$ cat src/rtl/core/lfu_pkg.sv
package lfu_pkg;

  localparam int DEPTH   = 16;
  localparam int IDX_W   = $clog2(DEPTH);
  localparam int OCC_W   = $clog2(DEPTH + 1);
  localparam int AGE_W   = IDX_W;
  localparam int COUNT_W = 16;
  localparam int KEY_W   = 16;
  localparam int VAL_W   = 31;
  localparam int CAP_W   = 5;
  localparam int CAP_RESET = 16;

  localparam logic ACT_GET = 1'b0;
  localparam logic ACT_PUT = 1'b1;

  typedef struct packed {
    logic             action;
    logic [KEY_W-1:0] key;
    logic [VAL_W-1:0] write_value;
  } req_t;

  typedef struct packed {
    logic             hit;
    logic [VAL_W-1:0] read_value;
    logic             evicted;
    logic [KEY_W-1:0] evicted_key;
  } rsp_t;

  // Update broadcast to every cell
  typedef struct packed {
    logic             en;
    logic             insert;     // 1: new entry at target, 0: touch target
    logic             wr_value;   // touch also stores value
    logic [IDX_W-1:0] target;
    logic             use_thresh; // only ages below thresh move up
    logic [AGE_W-1:0] thresh;
    logic [KEY_W-1:0] key;
    logic [VAL_W-1:0] value;
  } cell_cmd_t;

  // Per-cell status seen by the controller
  typedef struct packed {
    logic             match;
    logic [AGE_W-1:0] age;
    logic [VAL_W-1:0] value;
  } cell_stat_t;

  // Victim candidate handed down the chain
  typedef struct packed {
    logic               found;
    logic [IDX_W-1:0]   idx;
    logic [COUNT_W-1:0] count;
    logic [AGE_W-1:0]   age;
    logic [KEY_W-1:0]   key;
  } cand_t;

  typedef enum logic [1:0] {
    ST_IDLE,
    ST_LOOK,
    ST_SEARCH
  } ctrl_state_t;

  function automatic logic [OCC_W-1:0] eff_cap(input logic [CAP_W-1:0] c);
    logic [OCC_W-1:0] r;
    if (c == '0) begin
      r = OCC_W'(1);
    end else if (int'(c) > DEPTH) begin
      r = OCC_W'(DEPTH);
    end else begin
      r = OCC_W'(c);
    end
    return r;
  endfunction

endpackage

$ cat src/rtl/core/lfu_cell.sv
module lfu_cell (
  input  logic                    clk,
  input  logic                    rst,
  input  logic [lfu_pkg::IDX_W-1:0] cell_idx,
  input  logic [lfu_pkg::KEY_W-1:0] lookup_key,
  input  lfu_pkg::cell_cmd_t      cmd,
  input  lfu_pkg::cand_t          cand_in,
  output lfu_pkg::cand_t          cand_out,
  output lfu_pkg::cell_stat_t     stat
);
  import lfu_pkg::*;

  logic               valid;
  logic [KEY_W-1:0]   key;
  logic [VAL_W-1:0]   value;
  logic [COUNT_W-1:0] count;
  logic [AGE_W-1:0]   age;
  logic               better;

  // Lookup compare
  assign stat.match = valid && (key == lookup_key);
  assign stat.age   = age;
  assign stat.value = value;

  // Entry update
  always_ff @(posedge clk) begin
    if (rst) begin
      valid <= 1'b0;
    end else if (cmd.en && cmd.target == cell_idx && cmd.insert) begin
      valid <= 1'b1;
    end
    if (cmd.en) begin
      if (cmd.target == cell_idx) begin
        age <= '0;
        if (cmd.insert) begin
          key   <= cmd.key;
          value <= cmd.value;
          count <= COUNT_W'(1);
        end else begin
          if (count != '1) count <= count + COUNT_W'(1);
          if (cmd.wr_value) value <= cmd.value;
        end
      end else if (valid && (!cmd.use_thresh || age < cmd.thresh)) begin
        age <= age + AGE_W'(1);
      end
    end
  end

  // Victim candidate: fewest uses, then oldest
  assign better = valid && (!cand_in.found || count < cand_in.count ||
                  (count == cand_in.count && age > cand_in.age));

  always_ff @(posedge clk) begin
    if (rst) begin
      cand_out.found <= 1'b0;
    end else begin
      cand_out.found <= cand_in.found | better;
    end
    if (better) begin
      cand_out.idx   <= cell_idx;
      cand_out.count <= count;
      cand_out.age   <= age;
      cand_out.key   <= key;
    end else begin
      cand_out.idx   <= cand_in.idx;
      cand_out.count <= cand_in.count;
      cand_out.age   <= cand_in.age;
      cand_out.key   <= cand_in.key;
    end
  end

endmodule

$ cat src/rtl/core/lfu_cache_lookup_replace.sv
// LFU key-value cache with LRU tie break, built as a row of DEPTH entry
// cells. A get, a hit, or a put that finds room takes two steps: one in
// which the item is taken into the item register, then one that compares all
// keys in parallel and updates the cells, at whose end the result is
// registered. A put of a new key into a full cache also runs the victim
// search, a candidate record passed one cell per cycle down the row, before
// the result is registered. A finished result that cannot leave because the
// output is stalled keeps the block in its last step. One item is in
// flight at a time; a finished result waits in the output register while the
// next item is taken. Capacity is written over the APB port at byte address 0.
module lfu_cache_lookup_replace (
  input  logic                      clk,
  input  logic                      rst,
  input  logic                      req_valid,
  output logic                      req_stall,
  input  lfu_pkg::req_t             req,
  output logic                      rsp_valid,
  input  logic                      rsp_stall,
  output lfu_pkg::rsp_t             rsp,
  input  logic                      psel,
  input  logic                      penable,
  input  logic                      pwrite,
  input  logic [2:0]                paddr,
  input  logic [31:0]               pwdata,
  output logic [31:0]               prdata,
  output logic                      pready
);
  import lfu_pkg::*;

  ctrl_state_t      state, state_next;
  req_t             item;
  logic [CAP_W-1:0] capacity;
  logic [OCC_W-1:0] occ;
  logic [IDX_W-1:0] cnt;
  cell_cmd_t        cmd;
  cell_stat_t       stat [DEPTH];
  cand_t            chain [DEPTH+1];
  logic [DEPTH-1:0] match_vec;
  logic             hit;
  logic [AGE_W-1:0] hit_age;
  logic [VAL_W-1:0] hit_value;
  logic [IDX_W-1:0] hit_idx;
  logic             full;
  logic             out_free;
  logic             done;
  rsp_t             result;

  // Config port
  assign pready = 1'b1;
  always_ff @(posedge clk) begin
    if (rst) begin
      capacity <= CAP_W'(CAP_RESET);
    end else if (psel && penable && pwrite && paddr[2] == 1'b0) begin
      capacity <= pwdata[CAP_W-1:0];
    end
  end
  assign prdata = (paddr[2] == 1'b0) ? {{(32-CAP_W){1'b0}}, capacity} : '0;

  // Cell row
  assign chain[0] = '0;
  for (genvar i = 0; i < DEPTH; i++) begin : g_cell
    lfu_cell u_cell (
      .clk        (clk),
      .rst        (rst),
      .cell_idx   (IDX_W'(i)),
      .lookup_key (item.key),
      .cmd        (cmd),
      .cand_in    (chain[i]),
      .cand_out   (chain[i+1]),
      .stat       (stat[i])
    );
    assign match_vec[i] = stat[i].match;
  end

  // Gather the (unique) hit
  always_comb begin
    hit_age   = '0;
    hit_value = '0;
    hit_idx   = '0;
    for (int i = 0; i < DEPTH; i++) begin
      if (stat[i].match) begin
        hit_age   = hit_age | stat[i].age;
        hit_value = hit_value | stat[i].value;
        hit_idx   = hit_idx | IDX_W'(i);
      end
    end
  end
  assign hit      = |match_vec;
  assign full     = occ >= eff_cap(capacity);
  assign out_free = !rsp_valid || !rsp_stall;

  // Next state
  always_comb begin
    state_next = state;
    case (state)
      ST_IDLE: begin
        if (req_valid) state_next = ST_LOOK;
      end
      ST_LOOK: begin
        if (!hit && item.action == ACT_PUT && full) begin
          state_next = ST_SEARCH;
        end else if (out_free) begin
          state_next = ST_IDLE;
        end
      end
      ST_SEARCH: begin
        if (cnt == IDX_W'(DEPTH - 1) && out_free) state_next = ST_IDLE;
      end
      default: state_next = ST_IDLE;
    endcase
  end

  // Outputs: cell command and result
  always_comb begin
    cmd        = '0;
    cmd.key    = item.key;
    cmd.value  = item.write_value;
    result     = '0;
    done       = 1'b0;
    case (state)
      ST_LOOK: begin
        if (hit) begin
          done           = out_free;
          cmd.en         = out_free;
          cmd.target     = hit_idx;
          cmd.use_thresh = 1'b1;
          cmd.thresh     = hit_age;
          cmd.wr_value   = (item.action == ACT_PUT);
          result.hit     = 1'b1;
          result.read_value = (item.action == ACT_GET) ? hit_value : '0;
        end else if (item.action == ACT_GET) begin
          done = out_free;
        end else if (!full) begin
          done       = out_free;
          cmd.en     = out_free;
          cmd.insert = 1'b1;
          cmd.target = occ[IDX_W-1:0];
        end
      end
      ST_SEARCH: begin
        if (cnt == IDX_W'(DEPTH - 1) && out_free) begin
          done           = 1'b1;
          cmd.en         = 1'b1;
          cmd.insert     = 1'b1;
          cmd.target     = chain[DEPTH].idx;
          cmd.use_thresh = 1'b1;
          cmd.thresh     = chain[DEPTH].age;
          result.evicted     = 1'b1;
          result.evicted_key = chain[DEPTH].key;
        end
      end
      default: ;
    endcase
  end

  assign req_stall = (state != ST_IDLE);

  // Control registers
  always_ff @(posedge clk) begin
    if (rst) begin
      state     <= ST_IDLE;
      occ       <= '0;
      cnt       <= '0;
      rsp_valid <= 1'b0;
    end else begin
      state <= state_next;
      if (state == ST_SEARCH) begin
        if (cnt != IDX_W'(DEPTH - 1)) cnt <= cnt + IDX_W'(1);
      end else begin
        cnt <= '0;
      end
      if (cmd.en && cmd.insert && !cmd.use_thresh) occ <= occ + OCC_W'(1);
      if (done) begin
        rsp_valid <= 1'b1;
      end else if (!rsp_stall) begin
        rsp_valid <= 1'b0;
      end
    end
  end

  // Item and result registers
  always_ff @(posedge clk) begin
    if (state == ST_IDLE && req_valid) item <= req;
    if (done) rsp <= result;
  end

  // Keys are unique among valid entries
  assert property (@(posedge clk) disable iff (rst) $onehot0(match_vec))
    else $error("more than one entry matches the key");

  assert property (@(posedge clk) disable iff (rst) int'(occ) <= DEPTH)
    else $error("occupancy above depth");

  assert property (@(posedge clk) disable iff (rst)
    state == ST_SEARCH |-> item.action == ACT_PUT && !hit)
    else $error("victim search without a put miss");

  assert property (@(posedge clk) disable iff (rst)
    (state == ST_SEARCH && done) |-> chain[DEPTH].found)
    else $error("eviction without a victim");

  assert property (@(posedge clk) disable iff (rst)
    rsp_valid && rsp.evicted |-> !rsp.hit)
    else $error("eviction reported on a hit");

endmodule
$ cat config.mk
export PLATFORM = sky130hd
export DESIGN_NAME = lfu_cache_lookup_replace
export DESIGN_NICKNAME = d
export VERILOG_FILES = /design/src/rtl/core/lfu_pkg.sv /design/src/rtl/core/lfu_cell.sv /design/src/rtl/core/lfu_cache_lookup_replace.sv
export SDC_FILE = /design/constraint.sdc
export NUM_CORES = 2
export LEC_CHECK = 0
export ABC_AREA = 0
export BUFFER_PORTS_ARGS = -buffer_cell sky130_fd_sc_hd__buf_2
export CORE_AREA = 2 2 595 597
export CTS_CLUSTER_DIAMETER = 40
export DETAILED_ROUTE_END_ITERATION = 8
export DIE_AREA = 0 0 597 599
export HOLD_SLACK_MARGIN = 0.12
export PLACE_DENSITY = 0.5
export SYNTH_ARGS = -nofsm -noshare
export SYNTH_HDL_FRONTEND = slang
export SYNTH_SLANG_ARGS = --single-unit
$ cat constraint.sdc
create_clock -name clk -period 7.4 [get_ports clk]
set_input_delay 0.37 -clock clk [delete_from_list [all_inputs] [get_ports clk]]
set_output_delay 0.37 -clock clk [all_outputs]
set_load 0.01 [all_outputs]
==> results.toml <==
[sta]
fmax_ghz = 0.168
fin_tns_setup_ns = 0
hold_viol_final = 0
rsz0062_at_grt = "false"
relSlewSlack_pct = 16.8
fin_crit_sh_pct = 80.7
hold_ws_ns = 0.202
finalSetupViolCount = 0
finClkSkew_ns = 0.102
tightest_slew_ns = 1.24
post-route-min-period_ns = 5.97
report.final.slew_viol_count = 0

[placed_design]
hpwlAfterDp_um = 180000
io_buffers = 116
dpl.cell_count = 12244
gp_congestion = 0.863

[clock_tree]
numCtsBuffers = 334
cts_tree = "yes"
cts_sinks = 1826
root_buffer = "clkbuf_16"
clkTransAtPathRegs_ns = 0.05
cts_buffer_depth = 4
clk_latency_ns = 0.95
htreeDepth = 5
cts_setup_buffers = 0

[drt]
routed_wl_um = 276000
drt_iter0_markers = 5844
via_per_inst = 5.00
drc = 0
first_pass_iters = 6
vias = 64733
ant_nets = 0
routedWlPerCell_um = 21.3

[hold_path]
min_from = "req[36]"
hp-class = "input pin to register"

[logic_synthesis]
synth-main-ff-cell = "edfxtp_1"
synth_edf_count = 1169
yosysUniqueCellTypes = 85
synth_warnings = 0
synth.avg_cell_area_sq_um = 11.2
syn_inst = 7809
synth-async-reset-ratio_pct = 0
yosys.area.top_type = "edfxtp_1"
synth.area.top_cells = "edfxtp_1, dfxtp_1, ha_1, mux2_2, xnor2_1"
ys_ff_latch = 1826
netlist_area_sq_mm = 0.0875
seq_area_frac_synth_pct = 55.1
synth_top_area_share_pct = 40.1

[finish]
seqCellArea_sq_mm = 0.0483
drive_gt1_share_pct = 14.8
nets = 8541
nFillCells = 35416
layoutNonFillerInstCount = 12951
multiInputGateArea_sq_mm = 0.0361
syn_to_final_growth_pct = 21.3

[power_and_ir_drop]
p_per_area_mw_per_mm2 = 251
leakage_nw = 36.6
vdd_drop_max_v = 0.000234

[worst_setup_path]
worstPathMaxFanout = 32
start_kind = "register"
required_ns = 7.94
startpoint = "cmd[41]"
cp_data_arrival_time_ns = 6.51
crit_type = "register to register"
endpoint_kind = "register"
rr_startpoint = "cmd[41]"

[grt]
grt_pass1_wl_um = 409000
grt_usage_pct = 14.9
gr-total-overflow = 0
grt_max_degree = 78
antenna_found_initial = 16
first_global_vias = 63574

[floorplan]
boundaryPins = 174
die_w_um = 597
rows = 218
core_region_area_sq_mm = 0.351
initial_core_util_pct = 24.9
die_y_um = 599
die-area_sq_mm = 0.358

[run]
drv_cap = 0

[outcome]
status = "complete, no violations"
[synth_stat cells, types with 104 or more instances]
master / number
a21oi_1: 194
and2_1: 104
and3_1: 192
clkbuf_1: 402
dfxtp_1: 657
edfxtp_1: 1169
ha_1: 390
inv_1: 436
mux2_2: 234
nand2_1: 395
nand3_1: 491
nand4_1: 182
nand4b_1: 105
nor2_1: 630
nor3_1: 159
o311ai_0: 139
xnor2_1: 291
xor2_1: 224
[cell families (layout without fill, tap and decap cells)]
| kind of cell | after synthesis | in the layout | synth area share (%) |
|---|---|---|---|
| AND/OR/NAND/NOR | 2543 | 2543 | 14.9 |
| flip-flops | 1826 | 1826 | 55.1 |
| AO/OA/AOI/OAI | 1337 | 1337 | 11.7 |
| buffers and inverters | 955 | 1444 | 4.39 |
| XOR/XNOR | 515 | 515 | 5.15 |
| adder cells (fa/ha/maj) | 390 | 390 | 5.57 |
| multiplexers | 241 | 241 | 3.09 |
| other | 2 | 35 | 0.00858 |
[metal layers]
metal  vias to the layer above  part of all wire [%]  track usage, %
met1                     32152                    45            20.3
met3                       481                   6.7            2.55
met2                      2382                    46            24.1
met5                         -                 0.015               0
li1                      29712                     -               -
met4                         6                   2.8            4.74
[layout by cell type (no fill, tap or decap), types with 39 or more instances in the layout]
| cell type | instances |
|---|---|
| edfxtp_1 | 1169 |
| dfxtp_1 | 649 |
| nor2_1 | 618 |
| nand3_1 | 491 |
| inv_1 | 436 |
| nand2_1 | 394 |
| ha_1 | 383 |
| clkbuf_16 | 346 |
| xnor2_1 | 291 |
| mux2_2 | 234 |
| xor2_1 | 224 |
| a21oi_1 | 193 |
| and3_1 | 192 |
| nand4_1 | 182 |
| buf_4 | 168 |
| nor3_1 | 140 |
| o311ai_0 | 139 |
| buf_2 | 116 |
| nand4b_1 | 105 |
| o221ai_1 | 102 |
| a211o_1 | 102 |
| a22o_1 | 100 |
| dlygate4sd3_1 | 100 |
| a221oi_1 | 99 |
| nor2b_1 | 95 |
| a311oi_1 | 94 |
| and2_1 | 93 |
| a22oi_1 | 82 |
| o21ai_0 | 73 |
| o21a_1 | 65 |
| a31oi_1 | 57 |
| o211ai_1 | 55 |
| nand2b_1 | 54 |
| inv_6 | 44 |
| clkinv_2 | 39 |
[registers in the layout, summed over array words and instances, names as in the netlist]
| signal | count |
|---|---|
| capacity | 5 |
| cmd | 47 |
| cnt | 4 |
| g_cell.u_cell.age | 64 |
| g_cell.u_cell.cand_out | 624 |
| g_cell.u_cell.count | 256 |
| g_cell.u_cell.key | 256 |
| g_cell.u_cell.valid | 16 |
| g_cell.u_cell.value | 496 |
| item | 1 |
| occ | 5 |
| rsp | 49 |
| rsp_valid | 1 |
| state | 2 |
[power by group]
group          switching (mW)  internal [mW]  total [mW]  leakage, nW
sequential             0.0914           10.9        11.0         15.8
clock                    5.42           9.70        15.1         5.41
combinational           0.342          0.193       0.535         15.4
total                    5.85           20.8        26.6         36.6
[layout make-up]
| type | count | area share (%) |
|---|---|---|
| clock buffer | 386 | 8.37 |
| clock inverter | 213 | 2.11 |
| tap | 4620 | 5.44 |
| timing repair buffer | 406 | 3.09 |
| sequential | 1826 | 45.4 |
| multi-input combinational | 5054 | 34.0 |
| antenna | 7 | 0.0165 |
| inverter | 439 | 1.55 |
[repair_timing]
item,in CTS,in global routing
endpoints found under the hold margin,57,0
resized for setup,0,0
hold buffers,100,0
[path summary, 6_finish.rpt]
kind	to	slack, ns	cells past startpoint
min	cmd[36]	0.20	2
max reg2reg	g_cell[11].u_cell.count[10]	1.43	12
max	g_cell[11].u_cell.count[10]	1.43	12
min reg2reg	g_cell[3].u_cell.cand_out[36]	0.39	1
[worst max-delay path, stage by stage, from the launching register on]
cell	delay [ns]
edfxtp_1	0.95
xor2_1	0.19
or4_4	0.53
nor4_2	0.46
and2_2	0.43
buf_4	0.60
nor3_1	0.15
nand4b_1	0.16
a22oi_1	0.13
a211oi_2	0.22
buf_4	0.24
and2_1	0.62
and3_1	0.83
[per-stage QoR]
stage / worst slack, ns / utilization (%) / power, mW / instance area (sq um)
6_report: 1.43 / 30.2 / 26.6 / 106000
5_1_grt: 1.23 / 30.2 / 27.4 / 106000
4_1_cts: 1.45 / 30.2 / 26.9 / 106000
3_5_place_dp: 1.50 / 26.8 / 11.7 / 94000
3_3_place_gp: 1.55 / 26.8 / 11.7 / 94000
2_1_floorplan: 1.58 / - / 11.4 / 87600
(Power assumes the default switching activity.)
